### config.mk
export PLATFORM = sky130hd
export DESIGN_NAME = best_fit_block_allocator_unit
export DESIGN_NICKNAME = d
export VERILOG_FILES = /design/src/sv/bfba_pkg.sv /design/src/sv/bfba_alu.sv /design/src/sv/bfba_mem.sv /design/src/sv/bfba_seq.sv /design/src/sv/best_fit_block_allocator_unit.sv
export SDC_FILE = /design/constraint.sdc
export NUM_CORES = 1
export LEC_CHECK = 0
export BUFFER_PORTS_ARGS = -buffer_cell sky130_fd_sc_hd__buf_4
export CORE_ASPECT_RATIO = 1.5
export CORE_MARGIN = 8
export CORE_UTILIZATION = 55
export CTS_CLUSTER_SIZE = 16
export DETAILED_ROUTE_END_ITERATION = 6
export PLACE_DENSITY = 0.8
export SYNTH_ARGS = -nofsm -noshare
export SYNTH_HDL_FRONTEND = slang
export SYNTH_HIERARCHICAL = 1
export SYNTH_SLANG_ARGS = --single-unit
export TNS_END_PERCENT = 50
### constraint.sdc
create_clock -name i_clk -period 10.9 [get_ports i_clk]
set_input_delay 0 -clock i_clk [delete_from_list [all_inputs] [get_ports i_clk]]
set_output_delay 0 -clock i_clk [all_outputs]
set_load 0.1 [all_outputs]
### src/sv/bfba_pkg.sv
package bfba_pkg;

    // Fixed field widths of the request and result ports
    localparam int unsigned REQ_W  = 7;
    localparam int unsigned ADDR_W = 8;
    localparam int unsigned STS_W  = 2;

    typedef enum logic [STS_W-1:0] {
        STS_DONE    = 2'd0,
        STS_NOFIT   = 2'd1,
        STS_BADADDR = 2'd2
    } t_status;

    typedef enum logic [3:0] {
        S_CLEAR,
        S_IDLE,
        S_A_RD,
        S_A_EV,
        S_A_END,
        S_A_CUT,
        S_A_SPLIT,
        S_F_CHK,
        S_F_HD,
        S_F_NX,
        S_F_WR,
        S_F_ZERO,
        S_RESP
    } t_state;

    // Sequencer to datapath
    typedef struct packed {
        t_state state;
        logic   busy;
        logic   done;
    } t_seq_ctl;

    // Datapath to sequencer
    typedef struct packed {
        logic start;
        logic kind;
        logic alu_ge;    // adder result at or past heap end
        logic found;
        logic arg_bad;
        logic e_pos;     // entry read is an allocated header
        logic spare_nz;
        logic merge;
    } t_dp_flags;

endpackage

### src/sv/bfba_alu.sv
module bfba_alu #(
    parameter int unsigned W = 9
) (
    input  logic [W-1:0] i_a,
    input  logic [W-1:0] i_b,
    input  logic         i_inv_b,
    input  logic         i_cin,
    output logic [W:0]   o_sum
);

    logic [W-1:0] b_eff;

    assign b_eff = i_inv_b ? ~i_b : i_b;
    // top bit is carry out: with i_inv_b and i_cin set it flags a >= b
    assign o_sum = {1'b0, i_a} + {1'b0, b_eff} + (W+1)'(i_cin);

endmodule

### src/sv/bfba_mem.sv
module bfba_mem #(
    parameter int unsigned DEPTH = 128,
    parameter int unsigned WIDTH = 9
) (
    input  logic                     i_clk,
    input  logic                     i_we,
    input  logic [$clog2(DEPTH)-1:0] i_waddr,
    input  logic [WIDTH-1:0]         i_wdata,
    input  logic                     i_re,
    input  logic [$clog2(DEPTH)-1:0] i_raddr,
    output logic [WIDTH-1:0]         o_rdata
);

    logic [WIDTH-1:0] r_mem [DEPTH];

    always_ff @(posedge i_clk) begin
        if (i_we) begin
            r_mem[i_waddr] <= i_wdata;
        end
    end

    always_ff @(posedge i_clk) begin
        if (i_re) begin
            o_rdata <= r_mem[i_raddr];
        end
    end

endmodule

### src/sv/bfba_seq.sv
module bfba_seq
    import bfba_pkg::*;
(
    input  logic      i_clk,
    input  logic      i_rst_n,
    input  t_dp_flags i_flags,
    output t_seq_ctl  o_ctl
);

    t_state r_state;
    t_state n_state;

    always_ff @(posedge i_clk) begin
        if (!i_rst_n) begin
            r_state <= S_CLEAR;
        end else begin
            r_state <= n_state;
        end
    end

    always_comb begin
        n_state = r_state;
        unique case (r_state)
            S_CLEAR:   if (i_flags.alu_ge) n_state = S_IDLE;
            S_IDLE: begin
                if (i_flags.start) begin
                    n_state = i_flags.kind ? S_F_CHK : S_A_RD;
                end
            end
            S_A_RD: begin
                if (i_flags.alu_ge) begin
                    n_state = i_flags.found ? S_A_END : S_RESP;
                end else begin
                    n_state = S_A_EV;
                end
            end
            S_A_EV:    n_state = S_A_RD;
            S_A_END:   n_state = S_A_CUT;
            S_A_CUT: begin
                n_state = (i_flags.spare_nz && !i_flags.alu_ge) ? S_A_SPLIT : S_RESP;
            end
            S_A_SPLIT: n_state = S_RESP;
            S_F_CHK:   n_state = i_flags.arg_bad ? S_RESP : S_F_HD;
            S_F_HD:    n_state = i_flags.e_pos ? S_F_NX : S_RESP;
            S_F_NX:    n_state = S_F_WR;
            S_F_WR:    n_state = i_flags.merge ? S_F_ZERO : S_RESP;
            S_F_ZERO:  n_state = S_RESP;
            S_RESP:    n_state = S_IDLE;
            default:   n_state = S_CLEAR;
        endcase
    end

    always_comb begin
        o_ctl.state = r_state;
        o_ctl.busy  = (r_state != S_IDLE);
        o_ctl.done  = (r_state == S_RESP);
    end

endmodule

### src/sv/best_fit_block_allocator_unit.sv
// Best-fit block allocator over a heap of HEAP_WORDS words.
// The heap is an implicit list of blocks; a table holds one signed size per
// word (positive = allocated, negative = free, zero = not a header).
// Request channel: start with i_kind / i_request_size / i_free_addr is taken
// on a clock edge where start is high and busy is low. busy stays high until
// the result has been shown.
// Result channel: o_done is high for exactly one cycle with o_status and
// o_address valid; the receiver cannot stall it.
// Allocate: walks block headers through the size table, each header visited
// with a table read, then a fit test in the shared adder; then writes the
// header, splits off the remainder and responds (or responds at once when
// nothing fits). The walk is bound by the table's single read port and the
// one adder.
// Free: range check, header read, next-header read, rewrite, merge clear,
// respond.
// One request at a time; the next request can start the cycle after o_done.
// Reset (i_rst_n low, synchronous) starts a clearing pass that writes one
// free block over the whole heap; busy is high throughout it.
module best_fit_block_allocator_unit
    import bfba_pkg::*;
#(
    parameter int unsigned HEAP_WORDS = 128
) (
    input  logic              i_clk,
    input  logic              i_rst_n,
    input  logic              start,
    output logic              busy,
    input  logic              i_kind,
    input  logic [REQ_W-1:0]  i_request_size,
    input  logic [ADDR_W-1:0] i_free_addr,
    output logic              o_done,
    output logic [STS_W-1:0]  o_status,
    output logic [ADDR_W-1:0] o_address
);

    // IW: table index, EW: signed table entry, AW: adder/position width
    localparam int unsigned IW = $clog2(HEAP_WORDS);
    localparam int unsigned EW = IW + 2;
    localparam int unsigned AW = (EW > 9) ? EW : 9;
    localparam logic [AW-1:0] HEAP_A   = AW'(HEAP_WORDS);
    localparam logic [EW-1:0] HEAP_E   = EW'(HEAP_WORDS);
    localparam logic [EW-1:0] NEG_HEAP = ~HEAP_E + EW'(1);

    t_seq_ctl  ctl;
    t_dp_flags flags;

    // shared adder
    logic [AW-1:0] alu_a;
    logic [AW-1:0] alu_b;
    logic          alu_inv;
    logic          alu_cin;
    logic [AW:0]   alu_sum;
    logic [AW-1:0] alu_res;
    logic          alu_ge;

    // size table port
    logic          mem_we;
    logic [IW-1:0] mem_waddr;
    logic [EW-1:0] mem_wdata;
    logic          mem_re;
    logic [IW-1:0] mem_raddr;
    logic [EW-1:0] mem_rdata;
    logic [AW-1:0] rd_sext;
    logic          rd_neg;
    logic          rd_pos;

    // walk and request state
    logic [AW-1:0]    r_pos;       // walk position, also clear-pass counter
    logic [AW-1:0]    r_step;      // next advance (len-1 with carry for free blocks)
    logic             r_cin;
    logic             r_found;
    logic [AW-1:0]    r_best;      // spare words of best candidate
    logic [IW-1:0]    r_at;        // header of best candidate
    logic [AW-1:0]    r_arg;       // need (allocate) or header index (free)
    logic [REQ_W-1:0] r_req;
    logic [AW-1:0]    r_nx;
    logic             r_nx_ok;
    logic [EW-1:0]    r_len;
    logic [EW-1:0]    r_wval;
    logic             r_merge;
    t_status          r_status;
    logic [ADDR_W-1:0] r_addr;

    logic fit;
    logic better;

    assign alu_res = alu_sum[AW-1:0];
    assign alu_ge  = (alu_res >= HEAP_A);
    assign rd_sext = AW'($signed(mem_rdata));
    assign rd_neg  = mem_rdata[EW-1];
    assign rd_pos  = !mem_rdata[EW-1] && (mem_rdata != '0);

    // in S_A_EV the adder forms (len-1) - request_size; carry out means it fits
    assign fit    = rd_neg && alu_sum[AW];
    assign better = !r_found || (alu_res < r_best);

    bfba_alu #(
        .W (AW)
    ) u_alu (
        .i_a     (alu_a),
        .i_b     (alu_b),
        .i_inv_b (alu_inv),
        .i_cin   (alu_cin),
        .o_sum   (alu_sum)
    );

    bfba_mem #(
        .DEPTH (HEAP_WORDS),
        .WIDTH (EW)
    ) u_mem (
        .i_clk   (i_clk),
        .i_we    (mem_we),
        .i_waddr (mem_waddr),
        .i_wdata (mem_wdata),
        .i_re    (mem_re),
        .i_raddr (mem_raddr),
        .o_rdata (mem_rdata)
    );

    always_comb begin
        flags.start    = start;
        flags.kind     = i_kind;
        flags.alu_ge   = alu_ge;
        flags.found    = r_found;
        flags.arg_bad  = (r_arg >= HEAP_A);
        flags.e_pos    = rd_pos;
        flags.spare_nz = (r_best != '0);
        flags.merge    = r_merge;
    end

    bfba_seq u_seq (
        .i_clk   (i_clk),
        .i_rst_n (i_rst_n),
        .i_flags (flags),
        .o_ctl   (ctl)
    );

    // Operand routing and table access per sequencer step
    always_comb begin
        alu_a     = '0;
        alu_b     = '0;
        alu_inv   = 1'b0;
        alu_cin   = 1'b0;
        mem_we    = 1'b0;
        mem_waddr = '0;
        mem_wdata = '0;
        mem_re    = 1'b0;
        mem_raddr = '0;
        unique case (ctl.state)
            S_CLEAR: begin
                alu_a     = r_pos;
                alu_cin   = 1'b1;
                mem_we    = 1'b1;
                mem_waddr = r_pos[IW-1:0];
                mem_wdata = (r_pos == '0) ? NEG_HEAP : '0;
            end
            S_IDLE: begin
                // need = size + 1, or header = addr - 1
                alu_a   = i_kind ? AW'(i_free_addr) : AW'(i_request_size);
                alu_b   = i_kind ? AW'(1) : '0;
                alu_inv = i_kind;
                alu_cin = 1'b1;
            end
            S_A_RD: begin
                alu_a     = r_pos;
                alu_b     = r_step;
                alu_cin   = r_cin;
                mem_re    = !alu_ge;
                mem_raddr = alu_res[IW-1:0];
            end
            S_A_EV: begin
                alu_a   = ~rd_sext;
                alu_b   = AW'(r_req);
                alu_inv = 1'b1;
                alu_cin = 1'b1;
            end
            S_A_END: begin
                alu_a     = AW'(r_at);
                alu_cin   = 1'b1;
                mem_we    = 1'b1;
                mem_waddr = r_at;
                mem_wdata = r_arg[EW-1:0];
            end
            S_A_CUT: begin
                alu_a = AW'(r_at);
                alu_b = r_arg;
            end
            S_A_SPLIT: begin
                alu_b     = r_best;
                alu_inv   = 1'b1;
                alu_cin   = 1'b1;
                mem_we    = 1'b1;
                mem_waddr = r_nx[IW-1:0];
                mem_wdata = alu_res[EW-1:0];
            end
            S_F_CHK: begin
                mem_re    = !flags.arg_bad;
                mem_raddr = r_arg[IW-1:0];
            end
            S_F_HD: begin
                alu_a     = r_arg;
                alu_b     = rd_sext;
                mem_re    = rd_pos && !alu_ge;
                mem_raddr = alu_res[IW-1:0];
            end
            S_F_NX: begin
                // merged size is next - len, plain free is 0 - len
                alu_a   = (r_nx_ok && rd_neg) ? rd_sext : '0;
                alu_b   = AW'($signed(r_len));
                alu_inv = 1'b1;
                alu_cin = 1'b1;
            end
            S_F_WR: begin
                mem_we    = 1'b1;
                mem_waddr = r_arg[IW-1:0];
                mem_wdata = r_wval;
            end
            S_F_ZERO: begin
                mem_we    = 1'b1;
                mem_waddr = r_nx[IW-1:0];
            end
            S_RESP: begin
            end
            default: begin
            end
        endcase
    end

    // Walk position doubles as the clear-pass counter, so it is reset
    always_ff @(posedge i_clk) begin
        if (!i_rst_n) begin
            r_pos <= '0;
        end else begin
            unique case (ctl.state)
                S_CLEAR: r_pos <= alu_res;
                S_IDLE:  r_pos <= '0;
                S_A_RD:  r_pos <= alu_res;
                default: r_pos <= r_pos;
            endcase
        end
    end

    always_ff @(posedge i_clk) begin
        unique case (ctl.state)
            S_IDLE: begin
                if (start) begin
                    r_arg    <= alu_res;
                    r_req    <= i_request_size;
                    r_step   <= '0;
                    r_cin    <= 1'b0;
                    r_found  <= 1'b0;
                    r_status <= STS_DONE;
                    r_addr   <= '0;
                end
            end
            S_A_RD: begin
                if (alu_ge && !r_found) begin
                    r_status <= STS_NOFIT;
                end
            end
            S_A_EV: begin
                if (fit && better) begin
                    r_found <= 1'b1;
                    r_best  <= alu_res;
                    r_at    <= r_pos[IW-1:0];
                end
                // free: advance len = (len-1)+1; allocated: len; non-header: 1
                if (rd_neg) begin
                    r_step <= ~rd_sext;
                    r_cin  <= 1'b1;
                end else begin
                    r_step <= rd_sext;
                    r_cin  <= !rd_pos;
                end
            end
            S_A_END: begin
                r_addr <= alu_res[ADDR_W-1:0];
            end
            S_A_CUT: begin
                r_nx <= alu_res;
            end
            S_F_CHK: begin
                if (flags.arg_bad) begin
                    r_status <= STS_BADADDR;
                end
            end
            S_F_HD: begin
                r_len   <= mem_rdata;
                r_nx    <= alu_res;
                r_nx_ok <= !alu_ge;
                if (!rd_pos) begin
                    r_status <= STS_BADADDR;
                end
            end
            S_F_NX: begin
                r_wval  <= alu_res[EW-1:0];
                r_merge <= r_nx_ok && rd_neg;
            end
            default: begin
            end
        endcase
    end

    assign busy      = ctl.busy;
    assign o_done    = ctl.done;
    assign o_status  = r_status;
    assign o_address = r_addr;

endmodule

# After elaboration in Yosys (flattened, before gate mapping)
# Memory sizes are Yosys's and may differ from the RTL's. A register that Yosys moved wholly into a read port is not among the register bits.
# Index checks and enable logic that the tools add are counted.
[op_classes] addsub=2 multipliers=0 div=0 magnitude_cmp=3 n_eq_ne=19 shifts=0 muxes=42 bitwise_logic=2 reduce_logical=36
[op_table] operator="9-bit one-hot mux with 7 select lines" count=1
[op_table] operator="9-bit one-hot mux with 6 select lines" count=1
[op_table] operator="4-bit one-hot mux with 12 select lines" count=1
[op_table] operator="9-bit 2-to-1 mux" count=5
[op_table] operator="9-bit one-hot mux with 2 select lines" count=2
[op_table] operator="9-bit one-hot mux with 4 select lines" count=1
[op_table] operator="7-bit one-hot mux with 4 select lines" count=1
[op_table] operator="4-bit equality test, second input constant" count=5
[op_table] operator="4-bit 2-to-1 mux" count=5
[op_table] operator="9-bit by 8-bit greater-or-equal comparator with 1-bit output, second input constant" count=2
[op_table] operator="9-bit NOT" count=2
[op_table] operator="9-bit nonzero test" count=2
[op_table] operator="4-bit by 3-bit equality test with 1-bit output, second input constant" count=4
[op_table] operator="8-bit 2-to-1 mux" count=2
[op_table] operator="8-bit one-hot mux with 2 select lines" count=1
[op_table] operator="7-bit one-hot mux with 2 select lines" count=1
[op_table] operator="3-bit 2-to-1 mux" count=4
[op_table] operator="2-bit != test, second input constant" count=6
[op_table] operator="10-bit by 1-bit adder with 10-bit output" count=1
[op_table] operator="9-bit by 9-bit adder with 10-bit output" count=1
[op_table] operator="2-bit AND reduction" count=5
[op_table] operator="2-bit OR reduction" count=5
[op_table] operator="9-bit logical NOT" count=1
[op_table] operator="9-bit < comparator" count=1
[op_table] operator="19 further kinds" count=44
[totals] regBits=93 latchBits=0 ram_bits=1152 mem_bits_ro=0 in_bits=19 out_inout_bits=12 wordCells=121 memories=1
[memory_table] memory="u_mem.r_mem" depth=128 word_bits=9 read_ports=1 rd_ports_with_merged_regs=1 write_ports=1 line="bfba_mem.sv:14" rtl="logic [WIDTH-1:0] r_mem [DEPTH];"

# Logic depth before layout (Yosys ltp)
[logic_depth] ltp_word=11 depth_mapped=20 ltp_nobuf=17

# Modules after synthesis
# The synthesis kept the hierarchy.
[modules_own_cells] mod="bfba_mem" instances=1 cells_each=1816 area_each_um2=44619.0 seq_area_each_um2=34863.4
[modules_own_cells] mod="best_fit_block_allocator_unit" instances=1 cells_each=398 area_each_um2=4541.9 seq_area_each_um2=2582.5
[modules_own_cells] mod="bfba_alu" instances=1 cells_each=64 area_each_um2=501.7 seq_area_each_um2=0.0
[modules_own_cells] mod="bfba_seq" instances=1 cells_each=48 area_each_um2=347.8 seq_area_each_um2=80.1

# Worst setup path before layout
# No wires, ideal clock.
[synth_timing] kind="reg-to-reg" from="register u_seq.r_state[0]" to="register u_mem.o_rdata[0], read port of u_mem.r_mem (data pin)" setup_time_ns=0.260 arrival_time_ns=5.333 t_required_ns=10.640 setup_slack_ns=5.307 path_stages_with_launch=18 path_buffers=5 period_less_slack_ns=5.593 path_cell_list="dfxtp_1 buf_2 nor4bb_1 buf_2 a222oi_1 nand3_1 xnor2_1 fa_1 fa_1 xnor2_1 a22o_1 buf_2 clkbuf_1 buf_1 mux4_2 mux4_2 mux4_2 mux2_2"
[synth_via] elab_cells_between_ends=28 cone_classes="add/sub: 2; order compare: 1; eq/ne: 9; mux: 7; bitwise: 1; reduce/logical: 8"
[synth_rtl] item="from (decl)" line="bfba_seq.sv:10" rtl="t_state r_state;"
[synth_rtl] item="from (signal assigned)" line="bfba_seq.sv:17" rtl="r_state <= n_state;"
[synth_rtl] item="4-bit equality test, or another cell as far along" line="best_fit_block_allocator_unit.sv:149" rtl="unique case (ctl.state)"
[synth_rtl] item="9-bit one-hot mux with 7 select lines (*)" line="best_fit_block_allocator_unit.sv:149"
[synth_rtl] item="via alu_b[0]" line="best_fit_block_allocator_unit.sv:49" rtl="logic [AW-1:0] alu_b;"
[synth_rtl] item="9-bit NOT" line="bfba_alu.sv:13" rtl="assign b_eff = i_inv_b ? ~i_b : i_b;"
[synth_rtl] item="9-bit 2-to-1 mux (*)" line="bfba_alu.sv:13"
[synth_rtl] item="9-bit by 9-bit adder with 10-bit output (*)" line="bfba_alu.sv:15" rtl="assign o_sum = {1'b0, i_a} + {1'b0, b_eff} + (W+1)'(i_cin);"
[synth_rtl] item="10-bit by 1-bit adder with 10-bit output (*)" line="bfba_alu.sv:15"
[synth_rtl] item="via alu_sum[2]" line="best_fit_block_allocator_unit.sv:52" rtl="logic [AW:0] alu_sum;"
[synth_rtl] item="7-bit one-hot mux with 2 select lines (*)" line="best_fit_block_allocator_unit.sv:149"
[synth_rtl] item="via mem_raddr[2]" line="best_fit_block_allocator_unit.sv:61" rtl="logic [IW-1:0] mem_raddr;"
[synth_rtl] item="to (decl)" line="bfba_mem.sv:11" rtl="output logic [WIDTH-1:0] o_rdata"
# The timed path passes the listed nets; every way through them passes the cells marked *.
# A chain may end at the register's enable or synchronous reset.

# Worst setup path after layout
[layout_timing] from="register u_seq.r_state[3]" to="register u_mem.o_rdata[1], read port of u_mem.r_mem (data pin)"
[layout_via] elab_cells_between_ends=28 cone_classes="add/sub: 2; order compare: 1; eq/ne: 9; mux: 7; bitwise: 1; reduce/logical: 8"
[layout_rtl] item="4-bit by 3-bit equality test with 1-bit output, or another cell as far along" line="best_fit_block_allocator_unit.sv:149"
[layout_rtl] item="2-bit OR reduction (no source line)"
[layout_rtl] item="9-bit one-hot mux with 6 select lines (*)" line="best_fit_block_allocator_unit.sv:149"
[layout_rtl] item="via alu_a[0]" line="best_fit_block_allocator_unit.sv:48" rtl="logic [AW-1:0] alu_a;"
[layout_rtl] item="9-bit by 9-bit adder with 10-bit output (*)" line="bfba_alu.sv:15"
[layout_rtl] item="10-bit by 1-bit adder with 10-bit output (*)" line="bfba_alu.sv:15"
[layout_rtl] item="via alu_sum[2]" line="best_fit_block_allocator_unit.sv:52"
[layout_rtl] item="7-bit one-hot mux with 2 select lines (*)" line="best_fit_block_allocator_unit.sv:149"
[layout_rtl] item="via mem_raddr[2]" line="best_fit_block_allocator_unit.sv:61"
# Marked as above.

==> metrics.txt <==
status=complete, no violations; DRT Pass-1 Iters=7; row count=roughly 140; number of CTS-inserted buffers=around 110; # nets final=between 2k and 2.5k; crit path launch type=flop; Worst Tran Pin Value=between 1000 and 1500 ps; final setup vio count=0; initial core utilization=0.554; Synth Area per Inst=roughly 22 um^2; skew final=roughly 63 ps; wire per inst=roughly 34 um; H-tree depth=3; grt ovf=0; fmax=between 100 and 150 MHz; Post-DRT Antenna Nets=0; GRT Util Overall=0.249; CP max FO=53; GPL Wtd Cong=slightly above 0.9; Setup Buffers After CTS=0; Fin. Hold Viols=0; setup ws final=approximately 3200 ps; fin. max-slew vios=0; Synth top area share=0.745; via count=roughly 25k; fillcell total=around 5.7k; synthesized net count=around 2.4k; worst path required time=~11000 ps; synthesized cell area=50000 um^2; CTS Hold Bufs=18; Synth Flop Type=edfxtp_1; setup TNS=0 ps; Residual DRC=0; Slew headroom=0.0843; Reg area=37500 um^2; Util after Layout=0.616; Reg clk slew, reported paths=approximately 70 ps; worst-path cell chain=nor4bb_4, buf_4, and2_1, a21oi_1, nand3_1, inv_1, fa_1, fa_1, xnor2_1, a22o_4, buf_4, mux4_2, mux4_2, mux4_2, mux2_2; Critical Path Slowest Stage Cell=dfxtp_1; Die H=just under 400 um; area leader, netlist=edfxtp_1; Root Driver=clkbuf_16; Max rail drop VDD=around 0.18 mV; register area share after synthesis=0.750; DPL Wire Length=about 72 mm; EDFF count, synth=roughly 1.2k; crit share post-route=0.706; register bit total from synthesis=1254; Skew-Pair Late Insertion Delay=~740 ps; Leak Pwr=16.2 nW; most frequent CP cell=mux4_2; Cell Area, Placed=just over 50000 um^2; # Max-Cap Violations=0; pwr/cell area=about 240 nW/um^2; Tmin final=approximately 7700 ps; WP data arrival=~8200 ps; Crit Path Class=reg2reg; Port Buf Inserts=30; Synth area leaders=edfxtp_1 75%, mux4_2 17%, nor2_1 1.2%; I/O pin cnt=31; Clock Tree Buf Depth=3; Synth Warn #=6; cells after synthesis=2326; worst min path class=in2reg; Die X-Extent=about 260 um; full die area=101000 um^2; post_cts resized=0; max incr delay on CP=around 950 ps; routed wire length=126 mm; Synth-to-Final Area Change=11.1%; final instance area=roughly 56000 um^2; RSZ-0062 raised after global routing=no; area of the multi-input gates=~12000 um^2; worst slack at placement=~3300 ps; core area=roughly 90000 um^2; Async S/R FF share, synth=0; total chip power=between 10 and 15 mW; DRT iter0 DRCs=approximately 3.7k; initial antenna violation count=4; clk sinks=1254; via density per instance=6.91; Synth cell types=60; largest net degree at the start of global routing=around 130; CTS tree=yes; vias in the first global route=26.0k; critical path endpoint category=flop; first-pass GRT wire length=approximately 180 mm; share of cells above drive strength 1=0.275
registers in the layout, summed over array words and instances, names as in the netlist:
signal,cells
u_mem/r_mem,1152
r_arg,9
r_best,9
r_len,9
r_pos,9
r_step,9
r_wval,9
u_mem/o_rdata,9
o_address,8
r_at,7
r_nx,7
r_req,7
u_seq/r_state,4
o_status,2
r_cin,1
r_found,1
r_merge,1
r_nx_ok,1
logic make-up after synthesis:
family                     Yosys count  share of synthesized area
adders and majority gates           18                    0.00480
other                                1                  0.0000750
and+or+nand+nor                    334                     0.0314
buffers and inverters              156                     0.0143
AOI/OAI and AO/OA                  143                     0.0206
muxes                              397                      0.174
xor gates and xnor gates            23                    0.00403
DFF                               1254                      0.750
power by group:
| part | total [mW] | internal (mW) | switching [mW] |
|---|---|---|---|
| Sequential | 6.05 | 5.94 | 0.107 |
| Clock | 3.88 | 2.10 | 1.78 |
| Combinational | 3.36 | 1.17 | 2.19 |
cells in the final DEF (no fill, tap or decap), types with 22 or more instances in the layout:
| master | netlist | routed |
|---|---|---|
| clkbuf_16 | 0 | 106 |
| clkbuf_1 | 56 | 23 |
| a22oi_1 | 57 | 57 |
| inv_1 | 27 | 27 |
| nand3_1 | 34 | 32 |
| nand2_1 | 46 | 39 |
| mux4_2 | 378 | 378 |
| a21oi_1 | 22 | 22 |
| buf_4 | 15 | 94 |
| edfxtp_1 | 1241 | 1241 |
| nor2_1 | 162 | 162 |
Yosys cell counts, types with 3 or more instances:
library cell / n
and2_1: 11
o21ai_0: 16
nor2_1: 162
or2_2: 3
mux4_2: 378
buf_6: 4
nand2b_1: 12
nor2b_1: 20
nand3_1: 34
buf_4: 15
nor4_1: 5
a221oi_1: 3
ha_1: 16
o21ai_1: 3
nor3_2: 3
a22o_1: 7
xor2_1: 9
buf_2: 33
edfxtp_1: 1241
a211oi_1: 3
mux2_2: 17
inv_2: 3
nand2_1: 46
nand4_1: 6
nor2_2: 3
o2111a_1: 3
clkbuf_1: 56
a22oi_1: 57
o21a_1: 3
o211ai_1: 5
buf_1: 18
xnor2_1: 14
a21oi_1: 22
nor3_1: 16
inv_1: 27
dfxtp_1: 13
a222oi_1: 7
path summary, 6_finish.rpt:
kind | startpoint | endpoint | slack (ps) | cells after the start
setup / recovery | u_seq/r_state[3] | u_mem/o_rdata[1] | 3200 | 15
setup reg to reg | u_seq/r_state[3] | u_mem/o_rdata[1] | 3200 | 15
hold reg to reg | r_pos[4] | r_at[4] | 520 | 0
hold / removal | i_rst_n | r_pos[1] | 170 | 3
metrics by stage:
step	std cells	hold slack (ps)
after global placement	3461	187
final	3684	166
after detailed placement	3461	191
after global routing	3679	168
after floorplan	2326	98.9
after CTS	3679	119
metal layers:
| layer | part of all wire | track usage |
|---|---|---|
| met5 | 0 | 0 |
| met4 | 0.056 | 0.129 |
| met3 | 0.094 | 0.0472 |
| met2 | 0.52 | 0.432 |
| met1 | 0.33 | 0.296 |
layout make-up:
type	instances	area share
tap	1164	0.0262
antenna	5	0.000225
clock buffer	135	0.0508
timing repair buffer	115	0.0170
sequential	1254	0.676
clock inverter	65	0.0132
multi-input combinational	916	0.215
inverter	30	0.00203
critical path: cells and delay by family (launching register included):
| family | cells | cell delay [ps] |
|---|---|---|
| AO/OA/AOI/OAI | 2 | 950 |
| XOR/XNOR | 1 | 730 |
| adder cells (fa/ha/maj) | 2 | 940 |
| buffers and inverters | 3 | 1200 |
| flip-flops | 1 | 950 |
| multiplexers | 4 | 1830 |
| AND/OR/NAND/NOR | 3 | 810 |
Note: power is estimated with default switching activity, not from simulation.
